==> src/hw/rtl/tpi_ram.sv <==
`timescale 1ns / 1ps
module tpi_ram #(
  parameter int WIDTH = 8,
  parameter int DEPTH = 16
) (
  input  logic                     clk_i,
  input  logic                     we_i,
  input  logic [$clog2(DEPTH)-1:0] waddr_i,
  input  logic [WIDTH-1:0]         wdata_i,
  input  logic                     re_i,
  input  logic [$clog2(DEPTH)-1:0] raddr_i,
  output logic [WIDTH-1:0]         rdata_o
);

  logic [WIDTH-1:0] mem_q [DEPTH];
  logic [WIDTH-1:0] rdata_q;

  always_ff @(posedge clk_i) begin
    if (we_i) begin
      mem_q[waddr_i] <= wdata_i;
    end
    if (re_i) begin
      rdata_q <= mem_q[raddr_i];
    end
  end

  assign rdata_o = rdata_q;

endmodule

==> config.mk <==
export PLATFORM = sky130hd
export DESIGN_NAME = tpi_ram
export DESIGN_NICKNAME = d
export VERILOG_FILES = /design/src/hw/rtl/tpi_ram.sv
export SDC_FILE = /design/constraint.sdc
export NUM_CORES = 1
export LEC_CHECK = 0
export BUFFER_PORTS_ARGS = -buffer_cell sky130_fd_sc_hd__buf_4
export CORE_MARGIN = 2
export CORE_UTILIZATION = 50
export CTS_BUF_LIST = sky130_fd_sc_hd__clkbuf_8
export CTS_CLUSTER_DIAMETER = 150
export DETAILED_ROUTE_END_ITERATION = 6
export HOLD_SLACK_MARGIN = 0.03
export PLACE_DENSITY = 0.67
export SLEW_MARGIN = 20
export SYNTH_ARGS = -nofsm -noshare
export SYNTH_HDL_FRONTEND = slang
export SYNTH_SLANG_ARGS = --single-unit
==> constraint.sdc <==
create_clock -name clk_i -period 3.9 [get_ports clk_i]
set_clock_uncertainty 0.2 [all_clocks]
set_input_delay 0.39 -clock clk_i [delete_from_list [all_inputs] [get_ports clk_i]]
set_output_delay 0.39 -clock clk_i [all_outputs]
set_load 0.05 [all_outputs]
**After elaboration in Yosys (flattened, before gate mapping)**

Memories as Yosys holds them, arrays and structs flattened. A register that Yosys moved wholly into a read port is not among the register bits.
Index checks and enable logic that the tools add are counted.
Widths: inputs -> output; s select.

- Register bits after elaboration: 0
- RAM bits: 128
- Word-level logic and storage cells: 3
- Memories: 1

- Muxes and demuxes: 2

Memory list:

| name | depth | bits a word | read ports | clocked after memory_dff | write ports | line | text |
|---|---|---|---|---|---|---|---|
| mem_q | 16 | 8 | 1 | 1 | 1 | 15 | `logic [WIDTH-1:0] mem_q [DEPTH];` |

Operators by type and width:

| cell | count |
|---|---|
| $mux 1 | 2 |

**Logic depth before layout (Yosys ltp)**

Gate-level depths: netlist of the first run.

- Depth after elaboration: 2
- Depth in mapped cells: 5
- Depth with buffers taken out: 3

**Worst setup path after synthesis of the first run**

No wires, ideal clock.

- Kind: input to register
- Start point: in waddr_i[2]
- End point: mem mem_q[0][0], enable pin
- Setup time: 0.383 ns
- Arrival time: 1.500 ns
- Data required time: 3.317 ns
- Path slack: 1.817 ns
- Stages: 2
- Buffers on the path: 0
- Cell sequence: or3b_2 -> nor3_1

RTL lines:

| what | line | text |
|---|---|---|
| start, declared | 8 | `input logic [$clog2(DEPTH)-1:0] waddr_i,` |
| end, declared | 15 |  |

Straight into the memory's write port.

==> qor.csv, run 1 <==
metric,value,unit
"Buf+Inv Stages, Crit Path",1,
Core ar.,0.0102,mm^2
drc violations,0,
global route overflow,0,
via count,2383,
WS Path Type,input pin to flip-flop,
Post-CTS Resized,0,
DP Area,0.00553,mm^2
Multi-input gate area,0.00106,mm^2
Slew @ Worst Pin,919,ps
Hold Crit Class,input pin to flip-flop,
Tmin final,1930,ps
nets@finish,286,
Logic pwr share,0.057,
worst skew pair latency,430,ps
Max Slew Vio Count,0,
Die W,106,um
final setup vio count,0,
sequential area share after synthesis,0.781,
Max Clk Rate,517,MHz
num rows,37,
status,completed,
Post-DP HPWL,5600,um
# diodes,0,
Sink Count,136,
Wirelength per Cell,22.5,um
total power per unit cell area,517,mW/mm^2
period utilisation layout,0.496,
layout cells sized above 1,0.275,
crit end category,flip-flop,
I/O pins,27,
design area,0.00598,mm^2
Synth cell types,18,
post-synthesis cell count,229,
area taken by flip-flops and latches,0.00408,mm^2
Post-Syn Area,0.00523,mm^2
die area,0.0113,mm^2
Pint,0.00247,W
final hold violation count,0,
synth-to-layout area growth,14.4,%
WL met1,4060,um
count of buffers from port buffering,26,
"most common cell after layout, fill and taps aside",edfxtp_1,
Die H,106,um
Max VDD drop,0.000264,V
hold_buf cts,0,
fillers,743,
initial antenna violation count,0,
Final Non-Filler Cells,416,
critical path's slowest cell,mux4_1,
Critical Path RT,3870,ps
Mean Syn Cell Area,22.8,um^2
"CTS clk-pin slew, worst paths",70,ps
crit path cell chain,buf_4 > mux4_1 > a22oi_1 > nand2_1,
Longest Clk Path Bufs,2,
drt total wl,9370,um
P_leak,1.98,nW
global-route usage over all layers,0.179,
TritonCTS Buffers,17,
met2 wire length,4620,um
setup_tns,0,ps
1st-pass router iterations,5,
switching pwr,0.000627,W
Syn Nets,248,
Via density,5.73,
vias in the first global route,2395,
highest routed layer,met4,
Synthesis Warnings,0,
Reg power frac,0.535,
unrepaired setup endpoints after global routing,false,
pin count of the biggest net entering global routing,33,
Starting DRT DRC Count,202,
Setup crit start kind,input pin,
postcts setup bufs,0,
initial core utilization,0.511,
post-synthesis sequential element count,136,
Critical Path AT,1900,ps
most frequent cells in the layout,"136 x edfxtp_1, 29 x buf_4, 18 x mux4_2",
max_slew headroom,0.385,
clock network fraction of total power,0.409,
CP peak stage delay,640,ps
routed wl met3,585,um
Routed Antenna Nets,0,
Top Family by Delay on Critical Path,multiplexers,
critical path peak fanout,32,
CTS tree,yes,
H-tree Lvls,4,
count of maximum capacitance violations,0,
global placement routability congestion,0.735,
Sw Ratio,0.203,
Root Driver,clkbuf_8,
first-pass GRT wire length,13900,um
Placed Cells incl. Taps,384,
## cell type report
class                           instances  area share
Clock buffer                           17      0.0391
Timing Repair Buffer                   29      0.0364
Clock inverter                         15      0.0352
Tap cell                              136      0.0285
Sequential cell                       136       0.683
Multi-Input combinational cell         83       0.178
## synth_stat cells
| cell type | count | share of area |
|---|---|---|
| edfxtp_1 | 136 | 0.78 |
| mux4_2 | 18 | 0.078 |
| a22oi_1 | 16 | 0.023 |
| mux4_1 | 14 | 0.070 |
| nor2_1 | 13 | 0.0093 |
| nand2_1 | 9 | 0.0065 |
| nor3_1 | 4 | 0.0038 |
| buf_2 | 3 | 0.0029 |
| buf_6 | 3 | 0.0065 |
| clkdlybuf4s25_2 | 3 | 0.0057 |
| nand2b_1 | 2 | 0.0024 |
| nand3b_1 | 2 | 0.0029 |
| and2_1 | 1 | 0.0012 |
| and2b_1 | 1 | 0.0014 |
| buf_4 | 1 | 0.0014 |
| nand3_1 | 1 | 0.00096 |
| nor2b_1 | 1 | 0.0012 |
| or3b_2 | 1 | 0.0017 |
## final timing paths
path	startpoint	end	slack, ps	cells past startpoint
worst min register to register	mem_q[14][0]	rdata_o[0]	540	3
worst min-delay path	re_i	rdata_o[4]	60	1
worst max-delay path	raddr_i[0]	rdata_o[3]	1970	4
worst max register to register	mem_q[1][3]	rdata_o[3]	2200	3
## cell families after synthesis
group,share of synthesized area
AO/OA/AOI/OAI,0.0230
multiplexers,0.148
flip-flops,0.781
AND/OR/NAND/NOR,0.0314
buffers and inverters,0.0165
## worst reg2reg max path, stage by stage (launching register included)
cell      delay, ps
edfxtp_1        360
mux4_1          520
a22oi_1         260
nand2_1         120
## metal layers
metal | up-vias | global-route usage
met2 | 96 | 0.279
met3 | 8 | 0.0503
met1 | 1227 | 0.244
met4 | 0 | 0.0695
li1 | 1052 | -
met5 | - | 0
## flip-flops by register name, summed over array words and instances, names as in the netlist
register,count
mem_q,128
rdata_o,8
## metrics by stage
step | setup WS (ps) | total power [W] | util | hold WS (ps)
floorplan | 1820 | 0.00179 | - | 289
global placement | 1440 | 0.00186 | 0.540 | 502
detailed placement | 1390 | 0.00186 | 0.540 | 500
CTS | 1850 | 0.00310 | 0.584 | 49.3
global route | 1880 | 0.00318 | 0.584 | 52.2
finish | 1970 | 0.00309 | 0.584 | 64.3
## power by group through the flow
| stage | registers (W) | clock network [W] | logic, W |
|---|---|---|---|
| CTS | 0.00165 | 0.00128 | 0.000176 |
| global route | 0.00166 | 0.00133 | 0.000186 |
| finish | 0.00165 | 0.00126 | 0.000175 |
| floorplan | 0.00171 | 0 | 0.0000831 |
| global placement | 0.00168 | 0 | 0.000173 |
| detailed placement | 0.00169 | 0 | 0.000176 |
No activity file was read; power rests on OpenSTA's default activity.
==> run 2, diff against run 1 <==
Clock period 3.9 ns to 1.9 ns, I/O delays scaled along.
==> qor.csv, run 2 (synthesis gave the netlist of run 1 again) <==
metric,value,unit
WHS Path Cells,3,
R2R Path Start,mem_q[8][2],
count of maximum capacitance violations,0,
area taken by flip-flops and latches,0.00408,mm^2
DP Area,0.00572,mm^2
period utilisation layout,0.917,
Max Clk Rate,574,MHz
Crit Reg-Reg Endpoint,rdata_o[2],
global-route usage over all layers,0.190,
design area,0.00623,mm^2
Largest Register,mem_q,
Die H,106,um
pin count of the biggest net entering global routing,21,
Post-DP HPWL,6080,um
global placement routability congestion,0.736,
drt total wl,9530,um
setup_tns,0,ps
1st-pass router iterations,4,
fillers,719,
final setup vio count,0,
Core ar.,0.0102,mm^2
synth-to-layout area growth,19.2,%
worst skew pair latency,420,ps
Multi-input gate area,0.00106,mm^2
"CTS clk-pin slew, worst paths",70,ps
max_slew headroom,0.746,
HP Start,waddr_i[0],
Die W,106,um
Max Slew Vio Count,0,
Via density,5.53,
R2R depth,3,
Slew @ Worst Pin,381,ps
crit end category,flip-flop,
CTS tree,yes,
nets@finish,315,
final core utilization,0.609,
critical path peak fanout,1,
Setup crit start kind,flip-flop,
I/O pins,27,
P_leak,2.13,nW
"most common cell after layout, fill and taps aside",edfxtp_1,
unrepaired setup endpoints after global routing,false,
initial antenna violation count,0,
status,completed,
total power per unit cell area,1010,mW/mm^2
num rows,37,
Max VDD drop,0.000431,V
drc violations,0,
count of buffers from port buffering,26,
Tmin final,1740,ps
layout cells sized above 1,0.298,
Routed Antenna Nets,0,
Critical Path AT,1710,ps
# diodes,0,
Hold Path Sink,mem_q[0][1],
Starting DRT DRC Count,190,
vias in the first global route,2601,
Post-CTS Resized,0,
Root Driver,clkbuf_8,
Wirelength per Cell,21.4,um
final hold violation count,0,
die area,0.0113,mm^2
Hold Crit Class,input pin to flip-flop,
WS Path Type,flip-flop to flip-flop,
initial core utilization,0.511,
first-pass GRT wire length,14900,um
global route overflow,0,
Sink Count,136,
TritonCTS Buffers,17,
R2R Setup Slk,160,ps
H-tree Lvls,4,
max reg flops,128,
Longest Clk Path Bufs,2,
via count,2463,
most frequent cells in the layout,"136 x edfxtp_1, 46 x buf_4, 18 x mux4_2",
Critical Path RT,1870,ps
==> run 2: repair_timing <==
action,CTS,global route
hold buffers,9,0
setup buffers,0,0
endpoints found under the hold margin,136,0
==> run 2: how the worst max path moves through the flow <==
stage	from	end	slack, ps	cells past startpoint
after global routing	mem_q[8][2]	rdata_o[2]	80	3
after global placement	raddr_i[0]	rdata_o[2]	-10	5
after floorplan	waddr_i[2]	mem_q[0][0]	20	2
after CTS	mem_q[8][2]	rdata_o[2]	130	3
after detailed placement	raddr_i[0]	rdata_o[2]	-40	5
final	mem_q[8][2]	rdata_o[2]	160	3
==> run 2: final cells by class <==
class	instances	area share
clock inverters	15	0.0309
multi-input cells	83	0.170
clock buffers	17	0.0375
flip-flops and latches	136	0.655
repair buffers	58	0.0795
well taps	136	0.0273
==> run 2: metrics by stage <==
step / total power [W] / hold slack, ps / cells / setup WS (ps)
2_1_floorplan: 0.00368 / 88.9 / 229 / 17.1
3_3_place_gp: 0.00384 / 288 / 404 / -9.81
3_5_place_dp: 0.00385 / 296 / 404 / -39.5
4_1_cts: 0.00635 / 53.0 / 445 / 129
5_1_grt: 0.00650 / 73.4 / 445 / 79.4
6_report: 0.00629 / 81.7 / 445 / 158
==> run 2: routing by layer <==
metal	wire length, um	GRT usage	part of all wire
met4	74	0.0677	0.0078
met1	4080	0.254	0.43
met5	0	0	0
met3	468	0.0546	0.049
met2	4900	0.300	0.51
==> run 2: where the power goes <==
| group | total (W) | switching (W) | internal, W |
|---|---|---|---|
| registers | 0.00340 | 0.0000184 | 0.00338 |
| clock network | 0.00250 | 0.000979 | 0.00152 |
| logic | 0.000393 | 0.000221 | 0.000172 |
==> run 2: critical path, cell delays in order, from the launching register on <==
cell	delay [ps]
edfxtp_1	370
mux4_1	510
a22oi_1	330
nand2_1	90
==> run 3, diff against run 2 <==
Settings changed: GPL_TIMING_DRIVEN from default to 0.
==> qor.csv, run 3 (synthesis gave the netlist of run 1 again) <==
metric,value,unit
total power per unit cell area,1000,mW/mm^2
Sink Count,136,
worst skew pair latency,430,ps
HP Start,waddr_i[2],
initial core utilization,0.511,
CTS tree,yes,
H-tree Lvls,4,
vias in the first global route,2549,
critical path peak fanout,8,
Top Family by Delay on Critical Path,simple AND/OR/NAND/NOR gates,
Setup crit start kind,input pin,
num rows,37,
most frequent cells in the layout,"136 x edfxtp_1, 26 x buf_4, 18 x mux4_2",
"CTS clk-pin slew, worst paths",70,ps
P_leak,2.01,nW
Post-DP HPWL,6070,um
crit path cell chain,dlygate4sd3_1 > buf_4 > nand2b_1 > nor2_1,
R2R Path Start,mem_q[0][0],
I/O pins,27,
"Buf+Inv Stages, Crit Path",2,
period utilisation layout,0.958,
setup_tns,0,ps
TritonCTS Buffers,17,
DP Area,0.00561,mm^2
Longest Clk Path Bufs,2,
Largest Register,mem_q,
Critical Path RT,1760,ps
unrepaired setup endpoints after global routing,false,
layout cells sized above 1,0.307,
Wirelength per Cell,22.3,um
final setup vio count,0,
Max VDD drop,0.000477,V
nets@finish,303,
R2R Setup Slk,130,ps
Root Driver,clkbuf_8,
crit end category,flip-flop,
Starting DRT DRC Count,203,
drt total wl,9640,um
Die H,106,um
Max Slew Vio Count,0,
global-route usage over all layers,0.189,
# diodes,0,
global route overflow,0,
die area,0.0113,mm^2
design area,0.00612,mm^2
CP peak stage delay,660,ps
pin count of the biggest net entering global routing,17,
Setup crit start,waddr_i[1],
Routed Antenna Nets,0,
Die W,106,um
initial antenna violation count,0,
Via density,5.61,
critical path's slowest cell,nor2_1,
first-pass GRT wire length,14700,um
synth-to-layout area growth,17.0,%
status,completed,
Worst Hold Slack,157,ps
max_slew headroom,0.445,
via count,2423,
global placement routability congestion,0.703,
Critical Path AT,1680,ps
fillers,735,
drc violations,0,
count of buffers from port buffering,25,
Tmin final,1820,ps
postcts setup bufs,0,
"most common cell after layout, fill and taps aside",edfxtp_1,
max reg flops,128,
Max Clk Rate,549,MHz
Hold Crit Class,input pin to flip-flop,
WS Path Type,input pin to flip-flop,
1st-pass router iterations,4,
final hold violation count,0,
Slew @ Worst Pin,830,ps
count of maximum capacitance violations,0,
Core ar.,0.0102,mm^2
==> run 3: worst min-delay path, stage by stage <==
cell    delay (ps)
buf_4           90
or3b_2         180
nor3_2         130
==> run 3: routing by layer <==
| layer | global-route usage | routed length, um |
|---|---|---|
| met4 | 0.0780 | 233 |
| met2 | 0.289 | 4620 |
| met1 | 0.259 | 4390 |
| met3 | 0.0527 | 401 |
| met5 | 0 | 0 |
==> run 3: per-stage QoR <==
stage	setup slack [ps]	util	std cells	power, W
after global placement	-567	0.546	390	0.00383
after global routing	5.04	0.598	432	0.00631
final	79.2	0.598	432	0.00613
after detailed placement	-185	0.548	390	0.00385
after CTS	5.26	0.597	432	0.00616
after floorplan	17.1	-	229	0.00368
==> run 3: final timing paths <==
kind / endpoint / depth (start not counted)
worst max register to register: rdata_o[0] / 3
worst min register to register: rdata_o[2] / 3
worst min-delay path: mem_q[0][1] / 3
worst max-delay path: mem_q[2][5] / 4
==> run 3: timing repair <==
item	CTS	global route
hold buffers	11	0
hold endpoints to repair	168	0
resized for setup	0	4
setup endpoints to repair	0	32
==> run 3: where the power goes <==
group	switching (W)	internal (W)	leakage, nW	total, W
registers	0.0000146	0.00338	1.24	0.00339
clock network	0.00106	0.00127	0.184	0.00233
logic	0.000239	0.000165	0.589	0.000404
==> run 3: final cells by class <==
type | instances | area [um^2] | area share
plain buffers | 10 | 86.3 | 0.0141
clock buffers | 17 | 234 | 0.0382
flip-flops and latches | 136 | 4080 | 0.667
well taps | 136 | 170 | 0.0278
multi-input cells | 83 | 1090 | 0.178
clock inverters | 14 | 159 | 0.0260
repair buffers | 36 | 298 | 0.0487
